### config.mk
export PLATFORM = sky130hd
export DESIGN_NAME = lpr_div_cell
export DESIGN_NICKNAME = d
export VERILOG_FILES = /design/src/rtl/core/lpr_pkg.sv /design/src/rtl/core/lpr_div_cell.sv
export SDC_FILE = /design/constraint.sdc
export NUM_CORES = 1
export LEC_CHECK = 0
export BUFFER_PORTS_ARGS = -buffer_cell sky130_fd_sc_hd__buf_2
export CAP_MARGIN = 30
export CORE_AREA = 2 2 224 226
export DETAILED_ROUTE_END_ITERATION = 7
export DIE_AREA = 0 0 226 228
export PLACE_DENSITY_LB_ADDON = 0.15
export RECOVER_POWER = 100
export REMOVE_ABC_BUFFERS = 1
export SYNTH_ARGS = -nofsm -noshare
export SYNTH_HDL_FRONTEND = slang
export SYNTH_SLANG_ARGS = --single-unit
### constraint.sdc
create_clock -name clk -period 0.85 [get_ports clk]
set_input_delay 0.17 -clock clk [delete_from_list [all_inputs] [get_ports clk]]
set_output_delay 0.17 -clock clk [all_outputs]
set_load 0.05 [all_outputs]
### src/rtl/core/lpr_pkg.sv
// ----------------------------------------------------------------------------
// lpr_pkg: shared types and constants of the linear parameter ramp core
// Request and response payloads, divider chain records and lane numbering.
// ----------------------------------------------------------------------------
package lpr_pkg;

	// field widths
	localparam int TW = 32;          // time ticks
	localparam int VW = 16;          // volume, pan and pitch
	localparam int PW = TW + VW;     // elapsed times value difference
	localparam int QW = 18;          // quotient bits kept by the divider
	localparam int NLANE = 3;        // volume, pan, pitch
	localparam int DIV_STEPS = QW;   // one divider cell per quotient bit
	localparam int SW = VW + 4;      // signed width of the final sum

	// lane numbering
	localparam int LANE_VOL = 0;
	localparam int LANE_PAN = 1;
	localparam int LANE_PITCH = 2;

	localparam logic [VW-1:0] MIN_DUR_RESET = 16'd10;

	// where the values are written
	typedef enum logic [1:0] {
		TGT_DUCK = 2'd0,
		TGT_MASTER = 2'd1,
		TGT_WAVE = 2'd2,
		TGT_SOUND = 2'd3
	} target_t;

	// one ramp evaluation request
	typedef struct packed {
		logic [TW-1:0] now_time;
		logic [TW-1:0] from_time;
		logic [TW-1:0] to_time;
		logic [VW-1:0] from_volume;
		logic [VW-1:0] to_volume;
		logic signed [VW-1:0] from_pan;
		logic signed [VW-1:0] to_pan;
		logic [VW-1:0] from_pitch;
		logic [VW-1:0] to_pitch;
		logic [1:0] ramp_flags;
		logic has_wave;
	} req_t;

	// one ramp evaluation response
	typedef struct packed {
		logic [VW-1:0] cur_volume;
		logic signed [VW-1:0] cur_pan;
		logic [VW-1:0] cur_pitch;
		logic [1:0] target_select;
		logic finished;
	} rsp_t;

	// data carried alongside the division
	typedef struct packed {
		logic use_end;
		logic finished;
		target_t target;
		logic el_neg;
		logic [NLANE-1:0] neg;
		logic [NLANE-1:0] ovf;
		logic [NLANE-1:0][VW-1:0] start_val;
		logic [NLANE-1:0][VW-1:0] end_val;
	} side_t;

	// partial remainder and shifting dividend/quotient per lane
	typedef struct packed {
		logic [NLANE-1:0][TW-1:0] rem;
		logic [NLANE-1:0][QW-1:0] pq;
		logic [TW-1:0] divisor;
		side_t side;
	} div_t;

endpackage

### src/rtl/core/lpr_div_cell.sv
// ----------------------------------------------------------------------------
// lpr_div_cell: one restoring division step for all lanes
// Shifts one dividend bit into each remainder, subtracts the duration when
// it fits and shifts the quotient bit in; hands the record to the next cell.
// ----------------------------------------------------------------------------
module lpr_div_cell (
	input  logic            clk,
	input  logic            arst_n,
	input  logic            en,
	input  logic            in_vld,
	input  lpr_pkg::div_t   in_div,
	output logic            out_vld,
	output lpr_pkg::div_t   out_div
);

	lpr_pkg::div_t nxt;
	logic [lpr_pkg::NLANE-1:0][lpr_pkg::TW:0] shifted;
	logic [lpr_pkg::NLANE-1:0][lpr_pkg::TW:0] trial;
	logic [lpr_pkg::NLANE-1:0] qbit;
	logic vld_s1;
	lpr_pkg::div_t div_s1;

	// trial subtract per lane, keep the difference when no borrow
	always_comb begin
		nxt = in_div;
		for (int l = 0; l < lpr_pkg::NLANE; l++) begin
			shifted[l] = {in_div.rem[l], in_div.pq[l][lpr_pkg::QW-1]};
			trial[l] = shifted[l] - {1'b0, in_div.divisor};
			qbit[l] = ~trial[l][lpr_pkg::TW];
			nxt.rem[l] = qbit[l] ? trial[l][lpr_pkg::TW-1:0] : shifted[l][lpr_pkg::TW-1:0];
			nxt.pq[l] = {in_div.pq[l][lpr_pkg::QW-2:0], qbit[l]};
		end
	end

	// advance the stage
	always_ff @(posedge clk or negedge arst_n) begin
		if (!arst_n) begin
			vld_s1 <= 1'b0;
		end else if (en) begin
			vld_s1 <= in_vld;
		end
	end

	always_ff @(posedge clk) begin
		if (en) begin
			div_s1 <= nxt;
		end
	end

	assign out_vld = vld_s1;
	assign out_div = div_s1;

endmodule

# == Word level (Yosys, flattened, before mapping) ==
# Cells that the tools add are included.
# totals
mem_bits_rw,0
latchBits,0
output_inout_bits,290
mem_bits_ro,0
n_memories,0
elab_cells,29
input_bits,293
regBits,290
# op_classes
n_lt_le_gt_ge,0
div,0
add_sub_neg,3
n_eq_ne,0
n_shift,0
multipliers,0
reduce_logical,0
n_bitwise,3
mux,3
# ops
op,n
$sub 33x32->33,3
$mux 32,3
$not 1->1,3

# == Longest topological paths before layout ==
# depth
ltp_word,2
ltp_mapped,13
mapped_depth_nobuf,12

# == Worst setup path after synthesis ==
# No wires, ideal clock.
# synth_timing
path_kind,input -> register
startpoint,input port in_div[156] (netlist name)
endpoint,"register div_s1 (netlist bit out_div[197]), data pin"
stages,13
t_arrival_ns,3.039
path_buffers,1
setup_ns,0.260
required_time_ns,0.590
slack_ns,-2.449
path_cell_list,inv_1 > ha_1 > fa_1 > nand2b_1 > a21o_1 > a211oi_2 > o41ai_2 > o41ai_4 > a21oi_2 > o31ai_4 > xor2_4 > buf_6 > mux2_4
# synth_rtl
element,line,rtl
from (decl),lpr_div_cell.sv:11,"input lpr_pkg::div_t in_div,"
to (signal assigned),lpr_div_cell.sv:46,div_s1 <= nxt;
to (decl),lpr_div_cell.sv:21,lpr_pkg::div_t div_s1;

==> results.yml <==
detailed_routing:
  via_per_inst: 4.597
  antenna_left: 0
  drc_errors: 0
  totalWireLength_microns: 63000
  route.vias.total: 14266
  initialDrtViolationCount: 613
  detail_route.first_pass.iterations: 5
  wire_per_inst_microns: 20.30
clock_network:
  clk_pin_slew_worst_paths_ns: 0.06
  cts.path.max_buffers: 3
  clock_tree.root_cell: "clkbuf_16"
  cts_htree_levels: 2
  clock_insertion_delay_worst_skew_ns: 0.54
  tritoncts.num_buffers: 37
  cts_num_sinks: 290
  cts_tree: "built"
worst_setup_path:
  reg2regPathDepth: 1
  critical_path.slowest_cell: "o41ai_4"
  r2r_setup_slack_ns: 0.07
  worst_setup_path_end_kind: "register"
  max_stage_delay_ns: 0.38
  rr_endpoint: "out_vld$_DFFE_PN0P_"
  worst_r2r_startpoint: "out_vld$_DFFE_PN0P_"
  critPathArrivalTime_ns: 3.18
  worst_setup_path_endpoint: "out_div[203]$_DFFE_PP_"
  timing_startpoint_of_the_critical_path: "in_div[107]"
  ordered_list_of_cells_on_the_worst_path: "buf_12, ha_4, fa_2, nand2b_4, a21o_1, a211oi_4, o41ai_4, o41ai_4, a21oi_2, o31ai_4, xor2_4, buf_6, clkbuf_16, mux2_4"
  worstPathMaxFanout: 6
  critical_path_class: "in2reg"
  critPathMostFrequentCell: "o41ai_4"
  crit_path_required_time_ns: 1.13
  timing.critical_path.from_type: "input pin"
placement:
  place_hpwl_microns: 45820
  postPlaceCellArea_sq_um: 22050
  dpl_worst_slack_ns: -2.830
  placement.io_buffers: 582
  place_inst: 2728
  place_congestion: 0.9046
yosys:
  synthXorXnorAreaFrac: 0.05275
  share_of_synthesized_area_spent_on_multiplexers: 0.08016
  postSynthCellCount: 1122
  synth-adder-area-share: 0.08322
  avgSynthCellArea_sq_um: 13.51
  portion_of_the_post_synthesis_area_used_by_sequential_elements: 0.5743
  synth-edff-count: 289
  synth.ff_latch_count: 290
  synth_compound_gate_area_share: 0.1196
  ys.warnings.count: 0
  postSynth.asyncResetShare: 0.003448
  synth_flop_cell: "edfxtp_1"
  synthesis.area_sq_um: 15160
  synth.distinct_cells: 71
  synth_simple_gate_area_share: 0.06530
  synth_top_family_by_area: "compound AO/OA/AOI/OAI gates"
floorplanning:
  io-pin-count: 583
  std_cell_rows: 82
  floorplan.initialDensity: 0.3071
  die_area_sq_um: 51530
  core_region_area_sq_um: 49350
  die_width_microns: 226
  die_y_microns: 228
timing:
  max-slew-margin-rel: 0.7033
  finalSetupViolations: 500
  period_utilisation_layout: 3.414
  post-route-worst-setup-slack_ns: -2.052
  hold_viol_final: 0
  timing.final.crit_period_ns: 2.902
  worst_slew_pin_slew_ns: 0.4403
  rsz_0062_raised_after_global_routing: "true"
  finalClockSkew_ns: 0
  final_max_slew_viol_count: 0
  max_freq_mhz: 344.6
finish:
  postLayoutCellArea_sq_um: 28780
  multi_input_gate_area_sq_um: 6671
  drive_above_1_share: 0.4841
  mostFrequentLayoutCell: "buf_4"
  area.growth.synth_to_final_pct: 89.90
  stdcell_count: 3103
  fillers: 4024
  finish.utilization: 0.5832
  regArea_sq_um: 8703
  num-nets-final: 2787
  final_cell_mix: "369 x buf_4, 290 x buf_6, 289 x edfxtp_1, 259 x dlygate4sd3_1, 240 x buf_2"
global_route:
  grt-ovfl-total: 0
  first_pass_grt_wire_length_microns: 91290
  track_usage: 0.2379
  grt_max_degree: 54
  grt_pass1_vias: 15143
  initial_antenna_violation_count: 13
power:
  power.density_nw_per_um2: 1967
  total_leakage_power_nw: 12.91
  worst_ir_drop_vdd_uv: 1261
  totalPowerFinal_mw: 56.62
status:
  failing_checks: "setup timing"
  outcome: "finished, violations left"
worst_hold_path:
  hold_class: "in2reg"
job:
  drv.max_cap_violation_count: 0
[what timing repair did]
action                                  4_1_cts  5_1_grt
gates cloned                                 10        2
resized for setup                           703       26
hold buffers                                259        0
hold endpoints to repair                    258        0
setup buffers                                29       10
pin swaps                                    28       18
endpoints found under the setup margin      389      389
[metal layers]
layer / global-route usage / up-vias / part of all wire
met5: 0.001898 / - / 0.00073
met4: 0.1196 / 8 / 0.053
met3: 0.04997 / 138 / 0.057
met2: 0.4184 / 453 / 0.50
met1: 0.2714 / 6798 / 0.39
li1: - / 6869 / -
[worst max-delay path: cells and delay by family]
| kind | cells | cell delay (ns) |
|---|---|---|
| simple gates | 1 | 0.15 |
| fa+ha+maj | 2 | 0.50 |
| mux | 1 | 0.30 |
| buf+inv | 3 | 0.46 |
| xor+xnor | 1 | 0.21 |
| compound gates | 6 | 1.40 |
[through the flow]
| step | setup TNS, ns | hold slack (ns) |
|---|---|---|
| 4_1_cts | -323.91 | 0.001071 |
| 3_5_place_dp | -304.44 | -0.05337 |
| 5_1_grt | -345.40 | 0.004047 |
| 3_3_place_gp | -300.20 | -0.05464 |
| 2_1_floorplan | -303.43 | -0.1256 |
| 6_report | -318.91 | 0.02194 |
[synth_stat cells (11+ instances only)]
master | n | area share
a21oi_1 | 86 | 0.028
edfxtp_1 | 289 | 0.57
a31oi_1 | 17 | 0.0070
nor2b_1 | 11 | 0.0045
clkbuf_1 | 15 | 0.0037
xnor2_1 | 50 | 0.029
nand2b_1 | 14 | 0.0058
o21ai_0 | 42 | 0.014
and3_1 | 12 | 0.0050
a21o_1 | 40 | 0.020
o21a_1 | 12 | 0.0059
mux2_2 | 33 | 0.025
nand3_1 | 17 | 0.0056
inv_1 | 52 | 0.013
ha_1 | 96 | 0.079
nand2_1 | 59 | 0.015
mux2_4 | 47 | 0.047
o211ai_1 | 11 | 0.0054
nor2_1 | 54 | 0.013
xor2_1 | 35 | 0.020
[how the worst min path moves through the flow]
stage                      startpoint                endpoint  slack (ns)  cells after the start
after detailed placement       arst_n     out_vld$_DFFE_PN0P_       -0.05                      1
final                     in_div[206]  out_div[207]$_DFFE_PP_        0.02                      2
after global placement         arst_n     out_vld$_DFFE_PN0P_       -0.05                      1
after CTS                 in_div[214]  out_div[215]$_DFFE_PP_       0.001                      2
after floorplan                arst_n     out_vld$_DFFE_PN0P_       -0.13                      0
after global routing      in_div[214]  out_div[215]$_DFFE_PP_       0.004                      2
[where the power goes]
part	total, mW	switching [mW]	internal [mW]	leakage [nW]
Sequential	18.6	0.844	17.7	2.84
Combinational	21.8	11.6	10.2	9.47
Clock	16.3	6.39	9.89	0.598
[kinds of logic (layout without fill, tap and decap cells)]
group                    count (synthesis)  count (layout)
buffers and inverters                   79            1380
adder cells (fa/ha/maj)                 99              99
AO/OA/AOI/OAI                          269             269
AND/OR/NAND/NOR                        205             205
XOR/XNOR                                87              87
flip-flops                             290             290
other                                    0               8
multiplexers                            93              93
[layout make-up]
cell class | count | share of cell area
timing repair buffer | 1261 | 0.3853
sequential | 290 | 0.3024
multi-input combinational | 753 | 0.2318
clock buffer | 42 | 0.03282
tap | 672 | 0.02921
clock inverter | 25 | 0.01048
inverter | 52 | 0.007260
antenna | 8 | 0.0006956
[sequential cells by signal (all words and copies together), names as in the netlist]
| name | cells |
|---|---|
| out_div | 289 |
| out_vld | 1 |
Power figures use the tool's default switching activity.
