### config.mk
export PLATFORM = sky130hd
export DESIGN_NAME = lpr_front
export DESIGN_NICKNAME = d
export VERILOG_FILES = /design/src/rtl/core/lpr_pkg.sv /design/src/rtl/core/lpr_front.sv
export SDC_FILE = /design/constraint.sdc
export NUM_CORES = 2
export LEC_CHECK = 0
export ABC_AREA = 1
export BUFFER_PORTS_ARGS = -buffer_cell sky130_fd_sc_hd__buf_2
export CAP_MARGIN = 5
export CORE_ASPECT_RATIO = 0.5
export CORE_MARGIN = 4
export CORE_UTILIZATION = 35
export DETAILED_ROUTE_END_ITERATION = 12
export REMOVE_ABC_BUFFERS = 1
export SYNTH_ARGS = -nofsm -noshare
export SYNTH_HDL_FRONTEND = slang
export SYNTH_SLANG_ARGS = --single-unit
### constraint.sdc
create_clock -name clk -period 7.15 [get_ports clk]
set_clock_uncertainty 0.15 [all_clocks]
set_input_delay 1.0725 -clock clk [delete_from_list [all_inputs] [get_ports clk]]
set_output_delay 1.0725 -clock clk [all_outputs]
set_load 0.1 [all_outputs]
### src/rtl/core/lpr_pkg.sv
// ----------------------------------------------------------------------------
// lpr_pkg: shared types and constants of the linear parameter ramp core
// Request and response payloads, divider chain records and lane numbering.
// ----------------------------------------------------------------------------
package lpr_pkg;

	// field widths
	localparam int TW = 32;          // time ticks
	localparam int VW = 16;          // volume, pan and pitch
	localparam int PW = TW + VW;     // elapsed times value difference
	localparam int QW = 18;          // quotient bits kept by the divider
	localparam int NLANE = 3;        // volume, pan, pitch
	localparam int DIV_STEPS = QW;   // one divider cell per quotient bit
	localparam int SW = VW + 4;      // signed width of the final sum

	// lane numbering
	localparam int LANE_VOL = 0;
	localparam int LANE_PAN = 1;
	localparam int LANE_PITCH = 2;

	localparam logic [VW-1:0] MIN_DUR_RESET = 16'd10;

	// where the values are written
	typedef enum logic [1:0] {
		TGT_DUCK = 2'd0,
		TGT_MASTER = 2'd1,
		TGT_WAVE = 2'd2,
		TGT_SOUND = 2'd3
	} target_t;

	// one ramp evaluation request
	typedef struct packed {
		logic [TW-1:0] now_time;
		logic [TW-1:0] from_time;
		logic [TW-1:0] to_time;
		logic [VW-1:0] from_volume;
		logic [VW-1:0] to_volume;
		logic signed [VW-1:0] from_pan;
		logic signed [VW-1:0] to_pan;
		logic [VW-1:0] from_pitch;
		logic [VW-1:0] to_pitch;
		logic [1:0] ramp_flags;
		logic has_wave;
	} req_t;

	// one ramp evaluation response
	typedef struct packed {
		logic [VW-1:0] cur_volume;
		logic signed [VW-1:0] cur_pan;
		logic [VW-1:0] cur_pitch;
		logic [1:0] target_select;
		logic finished;
	} rsp_t;

	// data carried alongside the division
	typedef struct packed {
		logic use_end;
		logic finished;
		target_t target;
		logic el_neg;
		logic [NLANE-1:0] neg;
		logic [NLANE-1:0] ovf;
		logic [NLANE-1:0][VW-1:0] start_val;
		logic [NLANE-1:0][VW-1:0] end_val;
	} side_t;

	// partial remainder and shifting dividend/quotient per lane
	typedef struct packed {
		logic [NLANE-1:0][TW-1:0] rem;
		logic [NLANE-1:0][QW-1:0] pq;
		logic [TW-1:0] divisor;
		side_t side;
	} div_t;

endpackage

### src/rtl/core/lpr_front.sv
// ----------------------------------------------------------------------------
// lpr_front: decode, multiply and divider load stages
// Flags finished and short ramps, picks the target, forms elapsed magnitude and
// value deltas, multiplies and loads the divider chain with an overflow check.
// ----------------------------------------------------------------------------
module lpr_front (
	input  logic                      clk,
	input  logic                      arst_n,
	input  logic                      en,
	input  logic                      req_vld,
	input  lpr_pkg::req_t             req,
	input  logic [lpr_pkg::VW-1:0]    min_dur,
	output logic                      out_vld,
	output lpr_pkg::div_t             out_div
);

	// stage 1 inputs
	logic fin;
	logic short_ramp;
	logic [lpr_pkg::TW:0] short_lim;
	logic el_neg;
	logic [lpr_pkg::TW-1:0] el_mag;
	lpr_pkg::target_t target;
	logic [lpr_pkg::NLANE-1:0][lpr_pkg::VW-1:0] start_v;
	logic [lpr_pkg::NLANE-1:0][lpr_pkg::VW-1:0] end_v;
	logic [lpr_pkg::NLANE-1:0][lpr_pkg::VW:0] diff;
	logic [lpr_pkg::NLANE-1:0][lpr_pkg::VW:0] diff_abs;

	// stage 1 registers
	logic vld_s1;
	lpr_pkg::side_t side_s1;
	logic [lpr_pkg::TW-1:0] el_mag_s1;
	logic [lpr_pkg::TW-1:0] dur_s1;
	logic [lpr_pkg::NLANE-1:0][lpr_pkg::VW-1:0] dmag_s1;

	// stage 2 registers
	logic vld_s2;
	lpr_pkg::side_t side_s2;
	logic [lpr_pkg::TW-1:0] dur_s2;
	logic [lpr_pkg::NLANE-1:0][lpr_pkg::PW-1:0] prod_s2;

	// stage 3
	lpr_pkg::div_t load;
	logic vld_s3;
	lpr_pkg::div_t div_s3;

	// decode the request
	always_comb begin
		fin = req.now_time >= req.to_time;
		short_lim = {1'b0, req.from_time} + {{(lpr_pkg::TW + 1 - lpr_pkg::VW){1'b0}}, min_dur};
		short_ramp = {1'b0, req.to_time} <= short_lim;
		el_neg = req.now_time < req.from_time;
		el_mag = el_neg ? (req.from_time - req.now_time) : (req.now_time - req.from_time);

		priority if (req.ramp_flags[0]) begin
			target = lpr_pkg::TGT_DUCK;
		end else if (req.ramp_flags[1]) begin
			target = lpr_pkg::TGT_MASTER;
		end else if (req.has_wave) begin
			target = lpr_pkg::TGT_WAVE;
		end else begin
			target = lpr_pkg::TGT_SOUND;
		end

		start_v[lpr_pkg::LANE_VOL] = req.from_volume;
		end_v[lpr_pkg::LANE_VOL] = req.to_volume;
		start_v[lpr_pkg::LANE_PAN] = req.from_pan;
		end_v[lpr_pkg::LANE_PAN] = req.to_pan;
		start_v[lpr_pkg::LANE_PITCH] = req.from_pitch;
		end_v[lpr_pkg::LANE_PITCH] = req.to_pitch;

		diff[lpr_pkg::LANE_VOL] = {1'b0, req.to_volume} - {1'b0, req.from_volume};
		diff[lpr_pkg::LANE_PAN] = {req.to_pan[lpr_pkg::VW-1], req.to_pan}
			- {req.from_pan[lpr_pkg::VW-1], req.from_pan};
		diff[lpr_pkg::LANE_PITCH] = {1'b0, req.to_pitch} - {1'b0, req.from_pitch};

		for (int l = 0; l < lpr_pkg::NLANE; l++) begin
			diff_abs[l] = diff[l][lpr_pkg::VW] ? ((lpr_pkg::VW + 1)'(0) - diff[l]) : diff[l];
		end
	end

	// stage 1: hold decoded request
	always_ff @(posedge clk or negedge arst_n) begin
		if (!arst_n) begin
			vld_s1 <= 1'b0;
			vld_s2 <= 1'b0;
			vld_s3 <= 1'b0;
		end else if (en) begin
			vld_s1 <= req_vld;
			vld_s2 <= vld_s1;
			vld_s3 <= vld_s2;
		end
	end

	always_ff @(posedge clk) begin
		if (en) begin
			side_s1.use_end <= fin | short_ramp;
			side_s1.finished <= fin;
			side_s1.target <= target;
			side_s1.el_neg <= el_neg;
			side_s1.ovf <= '0;
			side_s1.start_val <= start_v;
			side_s1.end_val <= end_v;
			el_mag_s1 <= el_mag;
			dur_s1 <= req.to_time - req.from_time;
			for (int l = 0; l < lpr_pkg::NLANE; l++) begin
				side_s1.neg[l] <= el_neg ^ diff[l][lpr_pkg::VW];
				dmag_s1[l] <= diff_abs[l][lpr_pkg::VW-1:0];
			end
		end
	end

	// stage 2: multiply elapsed magnitude by each delta magnitude
	always_ff @(posedge clk) begin
		if (en) begin
			side_s2 <= side_s1;
			for (int l = 0; l < lpr_pkg::NLANE; l++) begin
				prod_s2[l] <= {{lpr_pkg::VW{1'b0}}, el_mag_s1}
					* {{lpr_pkg::TW{1'b0}}, dmag_s1[l]};
			end
			dur_s2 <= dur_s1;
		end
	end

	// stage 3: flag quotients that exceed the kept bits, load remainders
	always_comb begin
		load.divisor = dur_s2;
		load.side = side_s2;
		for (int l = 0; l < lpr_pkg::NLANE; l++) begin
			load.rem[l] = {{(lpr_pkg::TW + lpr_pkg::QW - lpr_pkg::PW){1'b0}},
				prod_s2[l][lpr_pkg::PW-1:lpr_pkg::QW]};
			load.pq[l] = prod_s2[l][lpr_pkg::QW-1:0];
			load.side.ovf[l] = load.rem[l] >= dur_s2;
		end
	end

	always_ff @(posedge clk) begin
		if (en) begin
			div_s3 <= load;
		end
	end

	assign out_vld = vld_s3;
	assign out_div = div_s3;

endmodule

### Word-level counts from Yosys, hierarchy flattened

Index checks and enable logic that the tools add are counted.

| operators by class | value |
|---|---|
| div/mod/pow operators | 0 |
| multipliers | 3 |
| eq/ne operators | 0 |
| mux-type cells | 6 |
| reductions and logical operators | 1 |
| bitwise operators | 4 |
| magnitude comparators | 6 |
| add/subtract/negate cells | 10 |
| shift operators | 0 |

Operators by type and width:

| cell | number |
|---|---|
| 32-bit by 16-bit multiplier with 48-bit output | 3 |
| 30-bit by 32-bit greater-or-equal comparator with 1-bit output | 3 |
| 32-bit subtractor | 3 |
| 16-bit by 16-bit subtractor with 17-bit output | 3 |
| 16-bit two-way mux | 3 |
| 1-bit by 16-bit subtractor with 16-bit output (first input constant) | 3 |
| 32-bit by 16-bit adder with 33-bit output | 1 |
| 32-bit by 33-bit less-or-equal comparator with 1-bit output | 1 |
| 32-bit greater-or-equal comparator | 1 |
| 32-bit < comparator | 1 |
| 32-bit two-way mux | 1 |
| 1-bit bitwise XOR | 3 |
| 1-bit two-way mux | 2 |
| 2-bit OR reduction | 1 |
| 1-bit OR | 1 |

| storage, ports and cells | value |
|---|---|
| word-level logic and storage cells | 84 |
| output and inout port bits | 290 |
| memories kept | 0 |
| flip-flop bits (word level) | 782 |
| bits in writable memories | 0 |
| memory bits (read-only) | 0 |
| bits of input ports | 215 |
| latch bits | 0 |

### Depth between registers and ports, before layout

| logic depth | value |
|---|---|
| word-level depth | 3 |
| depth in mapped cells | 26 |

### Least setup slack after synthesis

OpenSTA, ideal clock, no wires.

| timing path | value |
|---|---|
| path type | register to register |
| start | register el_mag_s1[7] (netlist name) |
| end | register prod_s2 (netlist bit load[254]), data pin |
| setup slack | 1278 ps |
| required time | 6740 ps |
| library setup time | 260 ps |
| arrival time | 5462 ps |
| buffers on the path | 2 |
| cell stages (with the launch flop) | 25 |
| period minus slack after synthesis | 5872 ps |
| path through | edfxtp_1 clkbuf_1 buf_1 nand2_1 fa_1 inv_1 fa_1 inv_1 fa_1 inv_1 fa_1 fa_1 inv_1 fa_1 inv_1 ha_1 nand2_1 nand2_1 a31oi_1 nand2_1 a31oi_1 inv_1 nand3_1 nand3_1 xnor2_1 |

| on the way | value |
|---|---|
| cells in the longest elaborated chain, start to end | 1 |

RTL lines:

| what | RTL line | text |
|---|---|---|
| start: declaration | lpr_front.sv:32 | `logic [lpr_pkg::TW-1:0] el_mag_s1;` |
| start signal: assignment | lpr_front.sv:104 | `el_mag_s1 <= el_mag;` |
| 32-bit by 16-bit multiplier with 48-bit output | lpr_front.sv:119 | `* {{lpr_pkg::TW{1'b0}}, dmag_s1[l]};` |
| end signal: indexed assignment | lpr_front.sv:118 | `prod_s2[l] <= {{lpr_pkg::VW{1'b0}}, el_mag_s1}` |
| end: declaration | lpr_front.sv:40 | `logic [lpr_pkg::NLANE-1:0][lpr_pkg::PW-1:0] prod_s2;` |

Every way passes these cells.
A chain may end at the register's enable or synchronous reset.

### Final worst setup path

| timing path | value |
|---|---|
| start | register dmag_s1[1] (netlist name) |
| end | register prod_s2 (netlist bit load[198]), data pin |

| on the way | value |
|---|---|
| cells in the longest elaborated chain, start to end | 1 |

RTL lines:

| what | RTL line | text |
|---|---|---|
| start: declaration | lpr_front.sv:34 | `logic [lpr_pkg::NLANE-1:0][lpr_pkg::VW-1:0] dmag_s1;` |
| start signal: indexed assignment | lpr_front.sv:108 | `dmag_s1[l] <= diff_abs[l][lpr_pkg::VW-1:0];` |
| 32-bit by 16-bit multiplier with 48-bit output | lpr_front.sv:119 |  |

Every way passes these cells.

==> impl_summary.md <==
Run status
The run finished with clean final reports.

Setup path
The buffers plus inverters on the worst setup path is 6. The most numerous cell type found on the critical path is fa_1. In this run the critical register-to-register path is captured at load[198]. The worst reg-to-reg path cell count is 20. The kind of cell adding the most delay to the critical path is adder cells. The critical path goes through buf_6, nand2_1, fa_1, fa_1, fa_1, inv_1, fa_1, fa_1, inv_1, fa_1, inv_1, ha_1, nand2_1, nor2_1, inv_1, nor2_1, inv_1, nor2_1, a21oi_1, xnor2_1. In this run the worst path has a maximum fanout of 13. The total stage count of the critical path is 20. The worst register-to-register path begins at dmag_s1[1]. The type of origin of the critical path is a flip-flop. The category of the critical setup timing path is flip-flop to flip-flop. The worst register-to-register path has a setup slack of 0.32 ns. Among all stages on the critical path, the largest delay is contributed by edfxtp_1. The data arrival time of the worst path is 7.06 ns.

STA classifies the critical path endpoint as a flip-flop. The launch point of the worst path is dmag_s1[1]. For this run, the slowest stage of the critical path takes 0.83 ns. STA puts the critical path data required time at 7.38 ns.

Global routing
The total routing usage reported by global routing is 0.217. Entering global routing, the biggest net connects 148 pins. The first global-routing pass estimated 436000 um of wire. The global routing usage on met2 is 0.386. The number of global-route vias before repair came to 71400. For this run, global-route usage on met3 was measured as 0.0278. The layer flagged by global routing as most heavily used is met2. After global routing the overflow that remains totals 0. The met1 usage is 0.274.

The initial antenna violation count is 14.

Layout
From synthesis to final layout, the design area changed by 11.2%. The filler cells instantiated in the layout total 25400. The count of nets after finishing is 12800. Summing all multi-input logic gate instances after layout gives 0.0546 mm2. The most frequent standard cell in the layout excluding fill and tap cells is nand2_1.

The area occupied by registers is 0.0235 mm2. In the layout the commonest cells are nand2_1, inv_1, fa_1, edfxtp_1, ha_1. The fraction of final layout cells with drive strength greater than 1 is 0.0807.

Timing
The clock period minus final worst setup slack is 6.83 ns. The tightest hold path in the finished design has a slack of 0.0498 ns. At the pin with the least slew margin, the transition time is 1.16 ns. The total count of max-transition violations in the final report is 0.

The sum of negative setup slack is 0 ns. Setup violations remaining at the end of the flow were counted as 0. Based on the critical path, the design can be clocked at up to 0.146 GHz. The hold violation total from the final report is 0.

The relative max-transition margin is 0.216. Setup repair after global routing left no endpoint under its margin. In the finished design, the share of the clock period the worst path needs comes to 0.955.

Synthesis
Yosys printed 0 warnings. The sequential cell area fraction in the yosys report is 0.263. The share of the synthesized area in the top cell type is 0.283. Synthesis inferred 782 register bits. The count of cell types in the netlist is 57. The cell area that synthesis handed to floorplanning was 0.0891 mm2. The leading area contributor after synthesis is fa_1. Counting every instance in the synthesized netlist gives 10200. By area the synthesized netlist is led by fa_1, edfxtp_1, nand2_1. The post-synthesis average cell area is 8.74 um2.

Route
The number of optimization iterations in the first detailed-route pass is 6. For this block, the routed nets add up to 286000 um of wire. After detailed routing, the number of vias per cell comes to 4.90. The antenna violation net count after detailed routing is 0. Dividing the detail-routed wire length by the instance count gives 20.4 um. The number of vias after detailed routing is 68800.

The number of design-rule violations left by the first detailed-router iteration is 5199. The remaining routing DRC violations is 0.

Floorplan
The x dimension of the die is 722 um. The die covers 0.263 mm2. The effective utilization at floorplan is 0.353. The area of the core region is 0.252 mm2.

The top-level I/O count is 505. The y dimension of the die is 365 um. After floorplanning, the core was divided into 130 placement rows.

Placed design
The wire-length estimate of the detail-placed layout is 233000 um. The congestion estimate from routability-driven global placement came to 0.975. During placement, the flow inserted port buffers numbering 498.

Clock tree
Buffers inserted to repair hold after CTS numbered 0. CTS placed an instance of clkbuf_16 at the clock tree root. The TritonCTS clock tree is yes. The post-CTS setup-driven buffer insertion count is 0. The count of cells resized by post-cts repair is 0. In this run the deepest clock path goes through 3 buffers. After clock tree synthesis, the clock-pin slew on the worst setup and hold paths is 0.07 ns. The count of H-tree levels built during CTS is 3.

CTS saw 782 sinks. The number of clock buffers inserted by TritonCTS is 80. The clock latency at the later pin of the worst-skew pair is 0.72 ns.

Min path
The class of the tightest hold or removal check is primary input to async pin.

Job
The number of violations of the max-capacitance limit is 0.
-- how the worst max path moves through the flow --
stage	to	slack [ns]
after floorplan	load[254]	1.07
after global placement	load[198]	0.09
after detailed placement	load[239]	0.22
after CTS	load[239]	0.17
after global routing	load[213]	0.02
final	load[198]	0.32
-- kinds of logic (layout without fill, tap and decap cells) --
group           after synthesis  count (layout)  synth area share
fa+ha+maj                  1936            1936             0.378
simple gates               3416            3416             0.151
xor+xnor                    297             297            0.0298
compound gates              847             847            0.0535
other cells                   1               8         0.0000421
buf+inv                    2914            3399             0.124
flops                       782             782             0.263
mux                           1               1          0.000126
-- synthesized netlist by cell type, drive strengths merged --
master,number
nand3,207
o311ai,3
o21ai,219
clkbuf,267
a2111oi,3
o21bai,45
conb,1
dfrtp,3
nand4,45
ha,675
xor2,205
a21oi,406
a21boi,8
a211oi,8
nor2,451
o31ai,5
nor3,60
and3,9
nor4,18
xnor2,92
fa,1261
buf,82
o21a,16
and2,3
a31oi,65
mux2,1
o221ai,8
nor3b,1
o22ai,4
a221oi,3
edfxtp,779
nand3b,14
inv,2565
o211ai,13
or2,4
a21o,41
nand2,2604
-- flip-flops by register name, summed over array words and instances, names as in the netlist --
signal	cells
side_s1	104
dur_s2	32
el_mag_s1	32
dur_s1	32
vld_s1	1
out_div	283
load	248
out_vld	1
vld_s2	1
dmag_s1	48
-- layout make-up --
type                    instances  area share
flip-flops and latches        782       0.237
inverters                    2565      0.0971
diodes                          2   0.0000505
clock inverters                46     0.00579
well taps                    3366      0.0425
clock buffers                  92      0.0206
repair buffers                696      0.0462
multi-input cells            6503       0.551
-- per-layer routing --
metal  share of wire  up-vias
li1                -    31600
met3           0.056      443
met4           0.038        2
met5        0.000042        -
met1            0.41    34800
met2            0.50     1993
-- per-stage QoR --
stage	std cells	util	setup slack, ns	area (um2)
floorplan	9850	-	1.07	87700
detailed placement	13900	0.382	0.219	96500
CTS	14000	0.393	0.170	99100
global placement	13900	0.382	0.0925	96500
global route	14100	0.393	0.0239	99100
finish	14100	0.393	0.319	99100
Power is not shown: default switching activity piles up to over one toggle a cycle in this logic, so the estimate is an artifact.
